**src/hw/rtl/sfr_pkg.sv**
```systemverilog
package sfr_pkg;

    localparam logic [7:0]  HDR_FIRST   = 8'hA5;
    localparam logic [7:0]  HDR_SECOND  = 8'h5A;
    localparam logic [7:0]  TRAILER     = 8'hFF;
    localparam logic [15:0] CRC_POLY    = 16'hA001;
    localparam logic [15:0] CRC_INIT    = 16'hFFFF;
    localparam int          MAX_RESULTS = 64;
    localparam int          POS_W       = 8;

    typedef enum logic [2:0] {
        CFG_EXP_CMD   = 3'd0,
        CFG_FLAG_CNT  = 3'd1,
        CFG_BYTE_CNT  = 3'd2,
        CFG_HALF_CNT  = 3'd3,
        CFG_WORD_CNT  = 3'd4,
        CFG_FLOAT_CNT = 3'd5
    } t_cfg_idx;

    typedef enum logic [2:0] {
        K_FLAG  = 3'd0,
        K_INT8  = 3'd1,
        K_INT16 = 3'd2,
        K_INT32 = 3'd3,
        K_FLOAT = 3'd4,
        K_EMPTY = 3'd5
    } t_kind;

    typedef enum logic [2:0] {
        D_HUNT,
        D_SYNC,
        D_LEN,
        D_CMD,
        D_PAY,
        D_CRC_HI,
        D_CRC_LO,
        D_TRAIL
    } t_dstate;

    typedef enum logic [1:0] {
        U_IDLE,
        U_READ,
        U_ACC,
        U_EMIT
    } t_ustate;

    typedef struct packed {
        logic       bad;
        logic [9:0] exp_len;
        logic [7:0] cmd;
    } t_frame_cfg;

    typedef struct packed {
        logic [4:0] fbytes;
        logic [2:0] flag_rem;
        logic [6:0] bytes;
        logic [5:0] halves;
        logic [4:0] words;
        logic [4:0] floats;
    } t_unpack_cfg;

    typedef struct packed {
        logic             en;
        logic [POS_W-1:0] addr;
        logic [7:0]       data;
    } t_ram_wr;

    typedef struct packed {
        t_kind       kind;
        logic [5:0]  idx;
        logic [31:0] value;
        logic [7:0]  mask;
        logic [7:0]  cmd;
        logic        last;
    } t_result;

    // One byte of CRC-16/Modbus, reflected, LSB first.
    function automatic logic [15:0] crc16_byte(input logic [15:0] crc, input logic [7:0] b);
        logic [15:0] c;
        c = crc ^ {8'h00, b};
        for (int k = 0; k < 8; k++) begin
            c = c[0] ? ((c >> 1) ^ CRC_POLY) : (c >> 1);
        end
        return c;
    endfunction

endpackage

```
**src/hw/rtl/serial_frame_receiver_core.sv**
```systemverilog
// Byte-stream frame receiver with CRC-16/Modbus check and payload unpacking.
// Slave stream: one received byte per transfer in s_axis_tdata[7:0]. Bytes are taken one per
// cycle while no frame is being unpacked. Frames are A5 5A, length, command, payload,
// CRC high, CRC low, FF; the CRC covers the payload only.
// Configuration channel: i_cfg_index selects a register (expected command, then the flag,
// int8, int16, int32 and float counts), i_cfg_data carries the value; it is always ready.
// Master stream: one transfer per unpacked element, tuser holds the element kind, tlast marks
// the final element of the frame. An empty frame yields a single kind-5 transfer.
// The first result follows the trailer transfer through the read, accumulate and emit
// steps of the unpacker (an empty frame goes straight to the emit step). Each element is
// read one byte at a time through the single read port of the payload memory, a read and
// an accumulate step per byte, and then passes the emit step.
// The slave side is not ready from the cycle after a good trailer until the last result of
// that frame sits in the output register.
// A stalled master side holds the current result and pauses the unpacking walk.
// Reset returns the hunt to searching, clears all configuration registers and drops any
// pending result; the payload memory is not cleared and needs no clearing pass.
module serial_frame_receiver_core import sfr_pkg::*; #(
    parameter int PAYLOAD_MAX = 64
) (
    input  logic        i_clk,
    input  logic        i_rst_n,
    input  logic        s_axis_tvalid,
    output logic        s_axis_tready,
    input  logic [7:0]  s_axis_tdata,   // [7:0] rx_byte
    output logic        m_axis_tvalid,
    input  logic        m_axis_tready,
    output logic [55:0] m_axis_tdata,   // [5:0] index, [37:6] value, [45:38] flag mask,
                                        // [53:46] frame command, [55:54] zero
    output logic        m_axis_tlast,
    output logic [2:0]  m_axis_tuser,   // [2:0] element kind
    input  logic        i_cfg_valid,
    output logic        o_cfg_ready,
    input  logic [2:0]  i_cfg_index,
    input  logic [7:0]  i_cfg_data
);

    logic [7:0] r_exp_cmd;
    logic [6:0] r_flag_cnt;
    logic [6:0] r_byte_cnt;
    logic [5:0] r_half_cnt;
    logic [4:0] r_word_cnt;
    logic [4:0] r_float_cnt;

    logic [4:0]       fbytes;
    logic [9:0]       exp_len;
    logic [8:0]       nelem;
    t_frame_cfg       frame_cfg;
    t_unpack_cfg      unpack_cfg;
    t_ram_wr          ram_wr;
    logic [POS_W-1:0] rd_addr;
    logic [7:0]       rd_data;
    logic             start;
    logic [7:0]       frame_cmd;
    logic             busy;
    logic             in_xfer;
    t_result          res;

    assign o_cfg_ready = 1'b1;

    always_ff @(posedge i_clk) begin
        if (!i_rst_n) begin
            r_exp_cmd   <= '0;
            r_flag_cnt  <= '0;
            r_byte_cnt  <= '0;
            r_half_cnt  <= '0;
            r_word_cnt  <= '0;
            r_float_cnt <= '0;
        end else if (i_cfg_valid) begin
            case (t_cfg_idx'(i_cfg_index))
                CFG_EXP_CMD:   r_exp_cmd   <= i_cfg_data;
                CFG_FLAG_CNT:  r_flag_cnt  <= i_cfg_data[6:0];
                CFG_BYTE_CNT:  r_byte_cnt  <= i_cfg_data[6:0];
                CFG_HALF_CNT:  r_half_cnt  <= i_cfg_data[5:0];
                CFG_WORD_CNT:  r_word_cnt  <= i_cfg_data[4:0];
                CFG_FLOAT_CNT: r_float_cnt <= i_cfg_data[4:0];
                default:       r_exp_cmd   <= r_exp_cmd;
            endcase
        end
    end

    assign fbytes  = 5'(({1'b0, r_flag_cnt} + 8'd7) >> 3);
    assign exp_len = 10'(fbytes) + 10'(r_byte_cnt) + 10'({r_half_cnt, 1'b0})
                     + 10'({r_word_cnt, 2'b00}) + 10'({r_float_cnt, 2'b00});
    assign nelem   = 9'(fbytes) + 9'(r_byte_cnt) + 9'(r_half_cnt) + 9'(r_word_cnt)
                     + 9'(r_float_cnt);

    assign frame_cfg.bad     = (exp_len > 10'(PAYLOAD_MAX)) || (nelem > 9'(MAX_RESULTS));
    assign frame_cfg.exp_len = exp_len;
    assign frame_cfg.cmd     = r_exp_cmd;

    assign unpack_cfg.fbytes   = fbytes;
    assign unpack_cfg.flag_rem = r_flag_cnt[2:0];
    assign unpack_cfg.bytes    = r_byte_cnt;
    assign unpack_cfg.halves   = r_half_cnt;
    assign unpack_cfg.words    = r_word_cnt;
    assign unpack_cfg.floats   = r_float_cnt;

    assign s_axis_tready = !busy;
    assign in_xfer       = s_axis_tvalid && s_axis_tready;

    sfr_deframer u_deframer (
        .i_clk   (i_clk),
        .i_rst_n (i_rst_n),
        .i_valid (in_xfer),
        .i_byte  (s_axis_tdata),
        .i_cfg   (frame_cfg),
        .o_wr    (ram_wr),
        .o_start (start),
        .o_cmd   (frame_cmd)
    );

    sfr_payload_ram #(
        .DEPTH (PAYLOAD_MAX)
    ) u_ram (
        .i_clk     (i_clk),
        .i_wr      (ram_wr),
        .i_rd_addr (rd_addr),
        .o_rd_data (rd_data)
    );

    sfr_unpacker u_unpacker (
        .i_clk       (i_clk),
        .i_rst_n     (i_rst_n),
        .i_start     (start),
        .i_cmd       (frame_cmd),
        .i_cfg       (unpack_cfg),
        .o_rd_addr   (rd_addr),
        .i_rd_data   (rd_data),
        .o_busy      (busy),
        .o_res_valid (m_axis_tvalid),
        .i_res_ready (m_axis_tready),
        .o_res       (res)
    );

    assign m_axis_tdata = {2'b00, res.cmd, res.mask, res.value, res.idx};
    assign m_axis_tlast = res.last;
    assign m_axis_tuser = res.kind;

endmodule

```
**src/hw/rtl/sfr_payload_ram.sv**
```systemverilog
module sfr_payload_ram import sfr_pkg::*; #(
    parameter int DEPTH = 64
) (
    input  logic             i_clk,
    input  t_ram_wr          i_wr,
    input  logic [POS_W-1:0] i_rd_addr,
    output logic [7:0]       o_rd_data
);

    localparam int AW = (DEPTH > 1) ? $clog2(DEPTH) : 1;

    logic [7:0] mem [DEPTH];
    logic [7:0] r_rd_data;

    always_ff @(posedge i_clk) begin
        if (i_wr.en) begin
            mem[i_wr.addr[AW-1:0]] <= i_wr.data;
        end
        r_rd_data <= mem[i_rd_addr[AW-1:0]];
    end

    assign o_rd_data = r_rd_data;

endmodule

```
**src/hw/rtl/sfr_deframer.sv**
```systemverilog
module sfr_deframer import sfr_pkg::*; (
    input  logic       i_clk,
    input  logic       i_rst_n,
    input  logic       i_valid,
    input  logic [7:0] i_byte,
    input  t_frame_cfg i_cfg,
    output t_ram_wr    o_wr,
    output logic       o_start,
    output logic [7:0] o_cmd
);

    t_dstate           r_state, n_state;
    logic [POS_W-1:0]  r_cnt, n_cnt;
    logic [7:0]        r_len, n_len;
    logic [15:0]       r_crc, n_crc;
    logic [7:0]        r_cmd, n_cmd;
    logic [15:0]       r_rcrc, n_rcrc;
    logic              len_ok;
    logic              trail_good;

    assign len_ok     = ({2'b00, i_byte} == i_cfg.exp_len);
    assign trail_good = (i_byte == TRAILER) && (r_cmd == i_cfg.cmd) && (r_rcrc == r_crc)
                        && ({2'b00, r_len} == i_cfg.exp_len);

    always_comb begin
        n_state = r_state;
        if (i_valid) begin
            if (i_cfg.bad) begin
                n_state = D_HUNT;
            end else begin
                case (r_state)
                    D_HUNT:   n_state = (i_byte == HDR_FIRST) ? D_SYNC : D_HUNT;
                    D_SYNC: begin
                        if (i_byte == HDR_SECOND) begin
                            n_state = D_LEN;
                        end else if (i_byte == HDR_FIRST) begin
                            n_state = D_SYNC;
                        end else begin
                            n_state = D_HUNT;
                        end
                    end
                    D_LEN:    n_state = len_ok ? D_CMD : D_HUNT;
                    D_CMD:    n_state = (r_len == '0) ? D_CRC_HI : D_PAY;
                    D_PAY:    n_state = (r_cnt == r_len - 8'd1) ? D_CRC_HI : D_PAY;
                    D_CRC_HI: n_state = D_CRC_LO;
                    D_CRC_LO: n_state = D_TRAIL;
                    D_TRAIL:  n_state = D_HUNT;
                    default:  n_state = D_HUNT;
                endcase
            end
        end
    end

    always_comb begin
        n_cnt   = r_cnt;
        n_len   = r_len;
        n_crc   = r_crc;
        n_cmd   = r_cmd;
        n_rcrc  = r_rcrc;
        o_wr    = '0;
        o_start = 1'b0;
        if (i_valid && !i_cfg.bad) begin
            case (r_state)
                D_SYNC: begin
                    n_crc = CRC_INIT;
                end
                D_LEN: begin
                    n_len = i_byte;
                    n_cnt = '0;
                end
                D_CMD: begin
                    n_cmd = i_byte;
                end
                D_PAY: begin
                    o_wr.en   = 1'b1;
                    o_wr.addr = r_cnt;
                    o_wr.data = i_byte;
                    n_crc     = crc16_byte(r_crc, i_byte);
                    n_cnt     = r_cnt + 1'b1;
                end
                D_CRC_HI: begin
                    n_rcrc = {i_byte, 8'h00};
                end
                D_CRC_LO: begin
                    n_rcrc = {r_rcrc[15:8], i_byte};
                end
                D_TRAIL: begin
                    o_start = trail_good;
                end
                default: begin
                    n_crc = r_crc;
                end
            endcase
        end
    end

    always_ff @(posedge i_clk) begin
        if (!i_rst_n) begin
            r_state <= D_HUNT;
        end else begin
            r_state <= n_state;
        end
    end

    always_ff @(posedge i_clk) begin
        r_cnt  <= n_cnt;
        r_len  <= n_len;
        r_crc  <= n_crc;
        r_cmd  <= n_cmd;
        r_rcrc <= n_rcrc;
    end

    assign o_cmd = r_cmd;

endmodule

```
**src/hw/rtl/sfr_unpacker.sv**
```systemverilog
module sfr_unpacker import sfr_pkg::*; (
    input  logic             i_clk,
    input  logic             i_rst_n,
    input  logic             i_start,
    input  logic [7:0]       i_cmd,
    input  t_unpack_cfg      i_cfg,
    output logic [POS_W-1:0] o_rd_addr,
    input  logic [7:0]       i_rd_data,
    output logic             o_busy,
    output logic             o_res_valid,
    input  logic             i_res_ready,
    output t_result          o_res
);

    t_ustate          r_state, n_state;
    t_kind            r_kind, n_kind;
    logic [6:0]       r_idx, n_idx;
    logic [1:0]       r_bnum, n_bnum;
    logic [POS_W-1:0] r_addr, n_addr;
    logic [31:0]      r_acc, n_acc;
    logic [7:0]       r_cmd, n_cmd;
    logic             r_ovalid, n_ovalid;
    t_result          r_res, n_res;

    logic [4:0] avail;
    logic [6:0] cur_count;
    logic [1:0] width_m1;
    t_kind      first_kind;
    t_kind      after_kind;
    logic       elem_done;
    logic       last_elem;
    logic       out_free;
    logic [7:0] flag_mask;

    // Lowest kind at or above 'from' that has elements; K_EMPTY when none is left.
    function automatic t_kind next_kind(input logic [4:0] av, input logic [2:0] from);
        t_kind nk;
        nk = K_EMPTY;
        for (int k = 4; k >= 0; k--) begin
            if (av[k] && (3'(k) >= from)) begin
                nk = t_kind'(3'(k));
            end
        end
        return nk;
    endfunction

    assign avail = {i_cfg.floats != '0, i_cfg.words != '0, i_cfg.halves != '0,
                    i_cfg.bytes != '0, i_cfg.fbytes != '0};

    always_comb begin
        case (r_kind)
            K_FLAG:  begin cur_count = {2'b00, i_cfg.fbytes};  width_m1 = 2'd0; end
            K_INT8:  begin cur_count = i_cfg.bytes;             width_m1 = 2'd0; end
            K_INT16: begin cur_count = {1'b0, i_cfg.halves};    width_m1 = 2'd1; end
            K_INT32: begin cur_count = {2'b00, i_cfg.words};    width_m1 = 2'd3; end
            K_FLOAT: begin cur_count = {2'b00, i_cfg.floats};   width_m1 = 2'd3; end
            default: begin cur_count = 7'd0;                    width_m1 = 2'd0; end
        endcase
    end

    assign first_kind = next_kind(avail, 3'd0);
    assign after_kind = next_kind(avail, r_kind + 3'd1);
    assign elem_done  = (r_idx + 7'd1 == cur_count);
    assign last_elem  = elem_done && (after_kind == K_EMPTY);
    assign out_free   = !r_ovalid || i_res_ready;

    // The last flag byte carries only the leftover flags when the count is not a multiple of 8.
    always_comb begin
        if ((r_idx[4:0] == i_cfg.fbytes - 5'd1) && (i_cfg.flag_rem != '0)) begin
            flag_mask = (8'h01 << i_cfg.flag_rem) - 8'h01;
        end else begin
            flag_mask = 8'hFF;
        end
    end

    always_comb begin
        n_state = r_state;
        case (r_state)
            U_IDLE: begin
                if (i_start) begin
                    n_state = (first_kind == K_EMPTY) ? U_EMIT : U_READ;
                end
            end
            U_READ:  n_state = U_ACC;
            U_ACC:   n_state = (r_bnum == width_m1) ? U_EMIT : U_READ;
            U_EMIT: begin
                if (out_free) begin
                    if (r_kind == K_EMPTY || last_elem) begin
                        n_state = U_IDLE;
                    end else begin
                        n_state = U_READ;
                    end
                end
            end
            default: n_state = U_IDLE;
        endcase
    end

    always_comb begin
        n_kind   = r_kind;
        n_idx    = r_idx;
        n_bnum   = r_bnum;
        n_addr   = r_addr;
        n_acc    = r_acc;
        n_cmd    = r_cmd;
        n_res    = r_res;
        n_ovalid = r_ovalid && !i_res_ready;
        case (r_state)
            U_IDLE: begin
                if (i_start) begin
                    n_kind = first_kind;
                    n_idx  = '0;
                    n_bnum = '0;
                    n_addr = '0;
                    n_acc  = '0;
                    n_cmd  = i_cmd;
                end
            end
            U_ACC: begin
                n_acc  = {r_acc[23:0], i_rd_data};
                n_addr = r_addr + 1'b1;
                n_bnum = r_bnum + 2'd1;
            end
            U_EMIT: begin
                if (out_free) begin
                    n_ovalid    = 1'b1;
                    n_res.kind  = r_kind;
                    n_res.idx   = r_idx[5:0];
                    n_res.value = r_acc;
                    n_res.mask  = (r_kind == K_FLAG) ? flag_mask : 8'h00;
                    n_res.cmd   = r_cmd;
                    n_res.last  = (r_kind == K_EMPTY) || last_elem;
                    n_acc       = '0;
                    n_bnum      = '0;
                    if (elem_done) begin
                        n_kind = after_kind;
                        n_idx  = '0;
                    end else begin
                        n_idx = r_idx + 7'd1;
                    end
                end
            end
            default: begin
                n_acc = r_acc;
            end
        endcase
    end

    always_ff @(posedge i_clk) begin
        if (!i_rst_n) begin
            r_state  <= U_IDLE;
            r_ovalid <= 1'b0;
        end else begin
            r_state  <= n_state;
            r_ovalid <= n_ovalid;
        end
    end

    always_ff @(posedge i_clk) begin
        r_kind <= n_kind;
        r_idx  <= n_idx;
        r_bnum <= n_bnum;
        r_addr <= n_addr;
        r_acc  <= n_acc;
        r_cmd  <= n_cmd;
        r_res  <= n_res;
    end

    assign o_rd_addr   = r_addr;
    assign o_busy      = (r_state != U_IDLE);
    assign o_res_valid = r_ovalid;
    assign o_res       = r_res;

endmodule

```
**config.mk**
```make
export PLATFORM = sky130hd
export DESIGN_NAME = serial_frame_receiver_core
export DESIGN_NICKNAME = d
export VERILOG_FILES = /design/src/hw/rtl/sfr_pkg.sv /design/src/hw/rtl/serial_frame_receiver_core.sv /design/src/hw/rtl/sfr_payload_ram.sv /design/src/hw/rtl/sfr_deframer.sv /design/src/hw/rtl/sfr_unpacker.sv
export SDC_FILE = /design/constraint.sdc
export NUM_CORES = 1
export LEC_CHECK = 0
export ABC_AREA = 1
export BUFFER_PORTS_ARGS = -buffer_cell sky130_fd_sc_hd__buf_2
export CAP_MARGIN = 20
export CELL_PAD_IN_SITES_DETAIL_PLACEMENT = 1
export CELL_PAD_IN_SITES_GLOBAL_PLACEMENT = 1
export CORE_UTILIZATION = 40
export DETAILED_ROUTE_END_ITERATION = 7
export PLACE_DENSITY_LB_ADDON = 0.1
export SYNTH_ARGS = -nofsm -noshare
export SYNTH_HDL_FRONTEND = slang
export SYNTH_SLANG_ARGS = --single-unit
```
**constraint.sdc**
```tcl
create_clock -name i_clk -period 9.8 [get_ports i_clk]
set_clock_uncertainty 0.2 [all_clocks]
set_input_delay 1.96 -clock i_clk [delete_from_list [all_inputs] [get_ports i_clk]]
set_output_delay 1.96 -clock i_clk [all_outputs]
set_load 0.02 [all_outputs]
```
Word level (Yosys, flattened, before mapping)
Memory sizes are Yosys's and may differ from the RTL's. A register that Yosys moved wholly into a read port is not among the register bits.
Index checks and enable logic that the tools add are counted.
- output and inout bits: 63
- memories: 1
- RAM bits: 512
- flip-flop bits (word level): 218
- input port bits: 24
- bitwise logic cells: 10
- shift operators: 1
- reduce and logical (&&, ||, !) cells: 58
- order comparisons: 7
- add/sub/neg operators: 17
- equal/unequal tests: 36
- muxes and demuxes: 61
- memory list (name ; depth ; bits a word ; rd ports ; clocked after Yosys merged registers in ; wr ports ; RTL line ; source):
    u_ram.mem ; 64 ; 8 ; 1 ; 1 ; 1 ; sfr_payload_ram.sv:12 ; logic [7:0] mem [DEPTH];
- operators with widths (operator ; number):
    2-to-1 mux 16 bit ; 8
    one-hot mux 32 bit (3 select lines) ; 1
    2-to-1 mux 32 bit ; 2
    one-hot mux 16 bit (2 select lines) ; 2
    2-to-1 mux 3 bit ; 13
    one-hot mux 7 bit (5 select lines) ; 1
    2-to-1 mux 17 bit ; 2
    one-hot mux 8 bit (2 select lines) ; 2
    equality test 3 bit (second input constant) ; 10
    AND reduction 2 bit ; 15
    inverter 2 -> 3 bit ; 8
    one-hot mux 3 bit (8 select lines) ; 1
    2-to-1 mux 7 bit ; 3
    equality test 8 x 10 -> 1 bit ; 2
    adder 9 x 5 -> 9 bit ; 2
    equality test 3 x 2 -> 1 bit (second input constant) ; 6
    adder 5 x 7 -> 8 bit ; 2
    adder 8 x 1 -> 8 bit (second input constant) ; 2
    equality test 16 bit ; 1
    equality test 8 bit ; 2
    equality test 8 bit (second input constant) ; 2
    2-to-1 mux 8 bit ; 2
    subtractor 8 x 1 -> 8 bit (second input constant) ; 2
    XOR 16 x 8 -> 16 bit ; 1
    other kinds (46) ; 98

Depth between registers and ports, before layout
Gate-level depths: netlist (run 1).
- depth in word-level cells: 18
- gate-level depth with buffers: 27
- gate-level depth less buffers: 26

By module
From an unflattened synthesis (run 1), not the netlist that was laid out.
- cells, all modules: 3153
- area total of the unflattened synthesis: 33349.5 um^2
- by module, submodules not included (module ; sequential area each (um^2) ; area an instance (um^2) ; times used ; cells an instance):
    sfr_payload_ram ; 15534.9 ; 21339.2 ; 1 ; 1805
    sfr_unpacker ; 3603.5 ; 5388.9 ; 1 ; 499
    sfr_deframer ; 1741.7 ; 3652.3 ; 1 ; 456
    serial_frame_receiver_core ; 760.7 ; 2969.1 ; 1 ; 393

Worst setup path after synthesis (run 1)
OpenSTA, ideal clock, no wires.
- path kind: register to register
- from: reg r_flag_cnt[1]
- to: reg u_unpacker.r_acc[0] (enable)
- period minus slack after synthesis: 7.295 ns
- setup slack: 2.505 ns
- setup time: 0.468 ns
- buffers on the path: 1
- data arrival time: 6.627 ns
- cell stages (with the launch flop): 25
- cells stage by stage: dfxtp_1 nor2_1 nand2_1 nand2_1 nand2_1 fa_1 fa_1 inv_1 fa_1 ha_1 inv_1 fa_1 inv_1 nor3_1 nand3_1 nor2_1 nor2_1 nor2_1 nand2_1 nor2_1 nand3_2 buf_4 nor2_1 nor2_1 nor3_1
- word-level cells in the longest chain between the ends: 12
- RTL lines (item ; RTL line ; source):
    from (decl) ; serial_frame_receiver_core.sv:39 ; logic [6:0] r_flag_cnt;
    from (signal assigned) ; serial_frame_receiver_core.sv:72 ; CFG_FLAG_CNT: r_flag_cnt <= i_cfg_data[6:0];
    adder 7 x 3 -> 8 bit (*) ; serial_frame_receiver_core.sv:82 ; assign fbytes = 5'(({1'b0, r_flag_cnt} + 8'd7) >> 3);
    adder 5 x 7 -> 8 bit ; serial_frame_receiver_core.sv:83, serial_frame_receiver_core.sv:85 ;
    adder 8 x 7 -> 9 bit or adder 8 x 6 -> 9 bit (tied branches) ; serial_frame_receiver_core.sv:83, serial_frame_receiver_core.sv:85 ;
    adder 9 x 7 -> 10 bit or adder 9 x 5 -> 9 bit (tied branches) ; serial_frame_receiver_core.sv:84, serial_frame_receiver_core.sv:85 ;
    adder 10 x 7 -> 10 bit or adder 9 x 5 -> 9 bit (tied branches) ; serial_frame_receiver_core.sv:84, serial_frame_receiver_core.sv:86 ;
    greater-than comparator 10 x 7 -> 1 bit or greater-than comparator 9 x 7 -> 1 bit (tied branches) ; serial_frame_receiver_core.sv:88 ; assign frame_cfg.bad = (exp_len > 10'(PAYLOAD_MAX)) || (nelem > 9'(MAX_RESULTS));
    logical OR 1 bit ; serial_frame_receiver_core.sv:88 ;
    zero test 1 bit ; sfr_deframer.sv:62 ; if (i_valid && !i_cfg.bad) begin
    logical AND 1 bit ; sfr_deframer.sv:62 ;
    2-to-1 mux 1 bit (*) ; sfr_deframer.sv:62 ;
    != test 2 bit (no source line) (*) ; n/a ;
    AND reduction 3 bit (no source line) (*) ; n/a ;
    to (signal assigned) ; sfr_unpacker.sv:164 ; r_acc <= n_acc;
    to (decl) ; sfr_unpacker.sv:20 ; logic [31:0] r_acc, n_acc;
Mark *: on every way between the ends. The rest lies on a longest branch, timed or not.
A chain may end at the register's enable or synchronous reset.

Final worst setup path (run 1)
- from: reg r_flag_cnt[1]
- to: mem u_ram.mem[52][4] (enable)
- word-level cells in the longest chain between the ends: 12
- RTL lines (item ; RTL line ; source):
    adder 7 x 3 -> 8 bit (*) ; serial_frame_receiver_core.sv:82 ;
    adder 5 x 7 -> 8 bit ; serial_frame_receiver_core.sv:83, serial_frame_receiver_core.sv:85 ;
    adder 8 x 7 -> 9 bit or adder 8 x 6 -> 9 bit (tied branches) ; serial_frame_receiver_core.sv:83, serial_frame_receiver_core.sv:85 ;
    adder 9 x 7 -> 10 bit or adder 9 x 5 -> 9 bit (tied branches) ; serial_frame_receiver_core.sv:84, serial_frame_receiver_core.sv:85 ;
    adder 10 x 7 -> 10 bit or adder 9 x 5 -> 9 bit (tied branches) ; serial_frame_receiver_core.sv:84, serial_frame_receiver_core.sv:86 ;
    greater-than comparator 10 x 7 -> 1 bit or greater-than comparator 9 x 7 -> 1 bit (tied branches) ; serial_frame_receiver_core.sv:88 ;
    logical OR 1 bit (*) ; serial_frame_receiver_core.sv:88 ;
    zero test 1 bit (*) ; sfr_deframer.sv:62 ;
    logical AND 1 bit (*) ; sfr_deframer.sv:62 ;
    2-to-1 mux 17 bit (*) ; sfr_deframer.sv:62 ;
    2-to-1 mux 1 bit ; sfr_payload_ram.sv:16 ; if (i_wr.en) begin
    2-to-1 mux 1 bit (implied by the code) ; sfr_payload_ram.sv:17 ; mem[i_wr.addr[AW-1:0]] <= i_wr.data;
    to (decl) ; sfr_payload_ram.sv:12 ;
Marks and branches as above.

==> flow_metrics.py, run 1 <==
metrics = {
    "logic_synthesis": {
        "synthCells": 2723,
        "yosysUniqueCellTypes": 46,
        "synth_area_sq_um": 31700,
        "ys_seq_area_share_pct": 68.0,
        "yosys.area.top_type": "edfxtp_1",
        "synthArstFlopShare_pct": 0,
        "synth_edf_count": 684,
        "synth_area_per_cell_sq_um": 11.7,
        "synth_top_area_share_pct": 64.7,
        "synth_seq_cells": 736,
        "ys_warn_count": 0,
        "synthTopCellsByArea": "edfxtp_1, nor2_1, o21ai_0",
        "ys.flop_type": "edfxtp_1",
    },
    "layout": {
        "area_growth_pct": 13.0,
        "final_area_sq_um": 35900,
        "final_core_util_pct": 46.0,
        "drive_above_1_share_pct": 9.52,
        "final_common_cell": "edfxtp_1",
        "final_cell_mix": "edfxtp_1, nor2_1, o21ai_0",
        "nNetsFinal": 2877,
        "diodes": 0,
    },
    "grt": {
        "antenna_found_initial": 0,
        "grt_pass1_wl_microns": 141000,
        "grt_overflow_total": 0,
        "grt_pass1_vias": 22377,
        "grt_util_all_layers_pct": 23.1,
        "grt_max_degree": 115,
    },
    "sta": {
        "final_hold_viol_count": 0,
        "rsz0062_at_grt": "no",
        "max_freq_mhz": 138,
        "tns_ns": 0,
        "tightest_slew_ns": 1.05,
        "fin_crit_sh_pct": 73.7,
        "period_needed_ns": 7.22,
        "holdWs_ns": 0.217,
        "relSlewSlack_pct": 29.6,
        "maxSlewViolCount": 0,
        "setup_viol": 0,
    },
    "critical_path": {
        "crit_path_frequent_cell": "nor2_1",
        "path_max_fanout": 18,
        "required_ns": 9.83,
        "r2r_slack_ns": 2.58,
        "arrival_ns": 7.25,
        "cpPeakStageDelay_ns": 0.92,
        "end_kind": "register",
        "critical_path.slowest_cell": "nand4_1",
        "reg2reg_from": "r_flag_cnt[1]",
        "critical_path_class": "reg -> reg",
        "crit_buf_inv": 3,
        "reg2reg_depth": 23,
        "crit_path_cell_trace": "nor2_1 -> nand2_1 -> nand2_1 -> nand2_1 -> fa_1 -> fa_1 -> inv_1 -> fa_1 -> ha_1 -> inv_1 -> fa_1 -> inv_1 -> nor3_1 -> nand3_1 -> nor2_1 -> nor2_1 -> nor2_1 -> nand2_1 -> nor2_1 -> nand3_2 -> nor2_8 -> nand4_1 -> nor2_1",
        "r2r_end": "u_ram.mem[52][4]",
        "critPathTopFamily": "simple AND/OR/NAND/NOR gates",
        "crit_path_start_kind": "register",
    },
    "detailed_routing": {
        "wl_microns": 93000,
        "vias_per_cell": 5.48,
        "drt-initial-drc-count": 1607,
        "num_vias": 21298,
        "drc_errors": 0,
        "detail-route-antenna-nets": 0,
        "wire_per_inst_microns": 23.9,
        "dr.pass1.iters": 5,
    },
    "placed_design": {
        "portBuffers": 83,
        "place_congestion": 0.856,
        "dp_hpwl_microns": 59800,
        "place_area_sq_um": 33300,
    },
    "pwr": {
        "p_leak_nw": 11.8,
        "ir_drop_v": 0.000112,
        "fin_total_pwr_mw": 6.59,
        "power.density_nw_per_um2": 184,
    },
    "clock_network": {
        "tritoncts": "done",
        "clock-sinks": 736,
        "clock_path_buffers": 3,
        "cts_buffers": 81,
        "cts_setup_buffers": 0,
        "root_buffer": "clkbuf_16",
        "htree_levels": 3,
        "clkLatencyLatePin_ns": 0.63,
        "hold_buffers": 0,
        "cts_resized": 0,
        "path_clk_slew_ns": 0.06,
    },
    "run_status": {
        "status": "finished clean",
    },
    "worst_hold_path": {
        "hold_path_startpoint": "u_unpacker.r_cmd[5]",
        "hold_end": "u_unpacker.o_res[6]",
        "hold_depth": 0,
        "min-delay-path-class": "reg -> reg",
    },
    "floorplanning": {
        "die_area_sq_um": 80500,
        "die_w_microns": 284,
        "die_h_microns": 284,
        "ios": 87,
        "initial_utilization_pct": 40.7,
        "core_sq_um": 78000,
        "rows": 102,
    },
    "job": {
        "cap_violations": 0,
    },
}
==> synthesized netlist by cell type, types with 2 or more instances <==
master / instances
nor3b_1: 2
edfxtp_1: 684
nor4_1: 2
dfxtp_1: 52
o211ai_1: 15
inv_1: 229
nor3_1: 14
a21oi_1: 72
nand3b_1: 4
nand4_4: 4
o21ai_0: 334
nor2_1: 484
nand3_4: 4
nand3_2: 2
clkbuf_1: 118
o22ai_1: 84
nand2_2: 2
fa_1: 30
nand4_1: 49
buf_2: 4
buf_1: 6
o21ai_1: 2
a31oi_1: 3
o221ai_1: 50
or2_1: 2
xnor2_1: 33
ha_1: 37
buf_4: 4
clkinv_1: 5
xor2_1: 27
nand2_1: 236
or2_2: 9
nand3_1: 105
conb_1: 2
o21ai_2: 2
==> logic make-up after synthesis <==
| group | Yosys count | synth area share, % |
|---|---|---|
| xor+xnor | 60 | 1.66 |
| fa+ha+maj | 67 | 3.35 |
| other cells | 2 | 0.0237 |
| flops | 736 | 68.0 |
| buf+inv | 368 | 4.45 |
| compound gates | 569 | 10.1 |
| simple gates | 921 | 12.4 |
==> final cells by class <==
class	count	area (sq um)
fillers	8214	42100
flip-flops and latches	736	21600
multi-input cells	1620	8840
clock buffers	99	2160
well taps	1040	1300
inverters	235	887
repair buffers	112	641
clock inverters	44	470
==> sequential cells by signal, summed over array words and instances (netlist names), 16 cells and up <==
signal	count
u_deframer.r_crc	16
u_deframer.r_rcrc	16
u_ram.mem	512
u_unpacker.o_res	58
u_unpacker.r_acc	32
==> per-stage QoR <==
stage               std cells  worst slack [ns]
floorplan                2724              2.51
global placement         3741              2.69
detailed placement       3743              2.68
CTS                      3886              2.61
global route             3886              2.15
finish                   3886              2.58
==> per-layer routing <==
metal,wire length [microns],vias to the layer above,GRT usage [%]
met5,0,-,0
met4,2100,0,6.22
met3,4810,132,3.84
met2,43500,497,36.8
met1,42600,10895,32.6
li1,-,9774,-
==> power breakdown <==
group / switching [mW] / internal, mW / total [mW]
clock network: 1.25 / 1.78 / 3.03
registers: 0.00622 / 3.39 / 3.39
logic: 0.106 / 0.0543 / 0.160
==> how the worst max path moves through the flow <==
stage | end | cells after the start | slack (ns) | start
after CTS | u_ram.mem[52][7] | 23 | 2.61 | r_flag_cnt[1]
after detailed placement | u_ram.mem[28][5] | 23 | 2.68 | r_flag_cnt[1]
after global placement | u_ram.mem[38][3] | 23 | 2.69 | r_flag_cnt[1]
after floorplan | u_unpacker.r_acc[0] | 24 | 2.51 | r_flag_cnt[1]
after global routing | u_ram.mem[52][6] | 23 | 2.15 | r_flag_cnt[1]
final | u_ram.mem[52][4] | 23 | 2.58 | r_flag_cnt[1]
No activity file was read; power rests on OpenSTA's default activity.
==> inputs of run 2 (changes only) <==
--- a/config.mk
+++ b/config.mk
@@ -5,7 +5,7 @@
 export SDC_FILE = /design/constraint.sdc
 export NUM_CORES = 1
 export LEC_CHECK = 0
-export ABC_AREA = 1
+export ABC_AREA = 0
 export BUFFER_PORTS_ARGS = -buffer_cell sky130_fd_sc_hd__buf_2
 export CAP_MARGIN = 20
 export CELL_PAD_IN_SITES_DETAIL_PLACEMENT = 1
==> constraint.sdc (replaced) <==
create_clock -name i_clk -period 7.2 [get_ports i_clk]
set_clock_uncertainty 0.2 [all_clocks]
set_input_delay 1.44 -clock i_clk [delete_from_list [all_inputs] [get_ports i_clk]]
set_output_delay 1.44 -clock i_clk [all_outputs]
set_load 0.02 [all_outputs]
==> run 2 against run 1 <==
First-iteration DRC count decreased by 35%; flip-flop and latch count stayed put; synthesized cell count is 34% lower; register-to-register slack got worse by 2.4 ns; die area down 1.2%; utilization increased by 0.53 points.
==> flow_metrics.py, run 2 <==
metrics = {
    "sta": {
        "rsz0062_at_grt": "yes",
        "max_freq_mhz": 143,
        "relSlewSlack_pct": 34.1,
        "period_needed_ns": 6.98,
        "tightest_slew_ns": 0.989,
        "setup_viol": 0,
        "fin_crit_sh_pct": 97.0,
        "maxSlewViolCount": 0,
        "fin_ws_ns": 0.215,
        "final_hold_viol_count": 0,
        "holdWs_ns": 0.217,
    },
    "run_status": {
        "status": "finished clean",
    },
    "floorplanning": {
        "initial_utilization_pct": 40.5,
        "die_h_microns": 282,
        "die_area_sq_um": 79500,
        "ios": 87,
        "die_w_microns": 282,
        "rows": 102,
        "core_sq_um": 77500,
    },
    "layout": {
        "diodes": 0,
        "final_core_util_pct": 46.5,
        "drive_above_1_share_pct": 23.1,
        "final_common_cell": "edfxtp_1",
        "nNetsFinal": 2035,
        "final_cell_mix": "edfxtp_1, mux4_2, nor2_1",
        "final_area_sq_um": 36100,
        "largest_register_ffs": 512,
        "area_growth_pct": 15.0,
    },
    "worst_hold_path": {
        "hold_path_startpoint": "u_unpacker.r_acc[24]",
        "min-delay-path-class": "reg -> reg",
        "hold_depth": 0,
    },
    "critical_path": {
        "crit_start": "r_flag_cnt[0]",
        "arrival_ns": 7.04,
        "required_ns": 7.26,
        "path_max_fanout": 12,
        "endpoint": "u_ram.mem[0][1]",
        "crit_path_frequent_cell": "fa_1",
        "r2r_slack_ns": 0.22,
        "crit_path_cell_trace": "o31ai_1 -> xor2_1 -> fa_1 -> fa_1 -> inv_1 -> fa_1 -> ha_1 -> inv_1 -> fa_1 -> or4b_1 -> nor3_1 -> nor3_1 -> a311oi_4 -> nand4_4 -> nor3_4 -> or3b_1 -> nor2b_1",
        "reg2reg_depth": 17,
        "critical_path_class": "reg -> reg",
        "end_kind": "register",
        "cpPeakStageDelay_ns": 0.74,
        "crit_path_start_kind": "register",
        "r2r_end": "u_ram.mem[0][1]",
        "reg2reg_from": "r_flag_cnt[0]",
        "critical_path.slowest_cell": "nor2b_1",
    },
    "logic_synthesis": {
        "synthTopCellsByArea": "edfxtp_1, mux4_2, dfxtp_1",
        "synth-simple-area-share_pct": 7.64,
        "yosys.area_share.xor_xnor_pct": 2.97,
        "synth_top_family_by_area": "multiplexers",
        "synthTopCellsByCount": "edfxtp_1, mux4_2, nor2_1",
        "yosysUniqueCellTypes": 72,
        "synth_area_sq_um": 31400,
        "synth-compound-area-share_pct": 2.31,
        "yosys.area_share.adder_pct": 3.39,
        "ys_seq_area_share_pct": 68.8,
        "synth_area_per_cell_sq_um": 17.4,
        "ys.flop_type": "edfxtp_1",
        "yosys.area.top_type": "edfxtp_1",
        "synth_edf_count": 684,
        "ys_warn_count": 0,
        "synthArstFlopShare_pct": 0,
        "synthMuxAreaShare_pct": 13.1,
        "synthCells": 1799,
        "synth_top_area_share_pct": 65.5,
        "synth.most_common_cell": "edfxtp_1",
        "synth_seq_cells": 736,
    },
    "detailed_routing": {
        "num_vias": 16482,
        "wl_microns": 78300,
        "wire_per_inst_microns": 25.7,
        "drc_errors": 0,
        "detail-route-antenna-nets": 0,
        "drt-initial-drc-count": 1049,
        "dr.pass1.iters": 5,
        "vias_per_cell": 5.41,
    },
    "clock_network": {
        "clkLatencyLatePin_ns": 0.63,
        "clock-sinks": 736,
        "path_clk_slew_ns": 0.06,
        "htree_levels": 3,
        "clock_path_buffers": 3,
        "tritoncts": "done",
        "root_buffer": "clkbuf_16",
        "cts_buffers": 81,
        "hold_buffers": 0,
    },
    "pwr": {
        "p_leak_nw": 11.3,
        "power.density_nw_per_um2": 249,
        "fin_total_pwr_mw": 8.98,
        "ir_drop_v": 0.000185,
    },
    "placed_design": {
        "portBuffers": 83,
        "place_ws_ns": 0.143,
        "dp_hpwl_microns": 52100,
        "place_area_sq_um": 33300,
        "place_congestion": 0.801,
    },
    "grt": {
        "grt_pass1_vias": 17694,
        "grt_overflow_total": 0,
        "antenna_found_initial": 2,
        "grt_max_degree": 131,
        "grt_util_all_layers_pct": 20.3,
        "grt_pass1_wl_microns": 118000,
    },
    "job": {
        "cap_violations": 0,
    },
}
==> run 2: how the worst min path moves through the flow <==
stage | to | slack [ns]
after CTS | u_unpacker.o_res[41] | 0.22
after global placement | u_unpacker.o_res[42] | 0.20
after detailed placement | u_unpacker.o_res[41] | 0.21
after floorplan | u_unpacker.o_res[1] | 0.20
after global routing | u_unpacker.o_res[41] | 0.23
final | u_unpacker.o_res[41] | 0.22
==> run 2: what timing repair did <==
item / CTS / global route
hold endpoints to repair: 0 / 0
buffers inserted: 0 / 0
gates resized for setup: 0 / 10
setup endpoints to repair: 0 / 160
==> run 2: where the power goes <==
| group | internal [mW] | switching, mW |
|---|---|---|
| Sequential | 4.61 | 0.00831 |
| Combinational | 0.0620 | 0.0923 |
| Clock | 2.48 | 1.73 |
| Total | 7.15 | 1.83 |
==> run 2: kinds of logic (layout without fill, tap and decap cells) <==
group / Yosys count / count (layout)
XOR/XNOR: 103 / 103
AND/OR/NAND/NOR: 442 / 442
flip-flops: 736 / 736
adder cells (fa/ha/maj): 67 / 67
AO/OA/AOI/OAI: 105 / 105
other: 2 / 3
buffers and inverters: 145 / 352
multiplexers: 199 / 199
==> run 2: layer usage <==
layer	global-route usage, %	share of wire (%)	vias up
li1	-	-	7276
met1	28.1	45	8773
met2	33.7	49	327
met3	2.98	3.7	106
met4	4.93	2.0	0
met5	0	0	-
==> run 2: metrics by stage <==
step / std cells / TNS, ns
floorplan: 1800 / 0
global placement: 2900 / 0
detailed placement: 2901 / 0
CTS: 3047 / 0
global route: 3047 / -10.91
finish: 3047 / 0
==> run 2: final cells by class <==
| class | instances | area [sq um] |
|---|---|---|
| Inverter | 64 | 240 |
| Clock buffer | 95 | 2080 |
| Timing Repair Buffer | 142 | 953 |
| Multi-Input combinational cell | 919 | 9280 |
| Sequential cell | 736 | 21600 |
| Clock inverter | 51 | 623 |
| Fill cell | 7358 | 41400 |
| Tap cell | 1040 | 1300 |
==> run 2: worst max-delay path, delay by kind of cell (launching register included) <==
family	cells	cell delay, ns
AND/OR/NAND/NOR	7	2.70
flip-flops	1	0.38
AO/OA/AOI/OAI	2	0.96
adder cells (fa/ha/maj)	5	1.94
buffers and inverters	2	0.16
XOR/XNOR	1	0.26
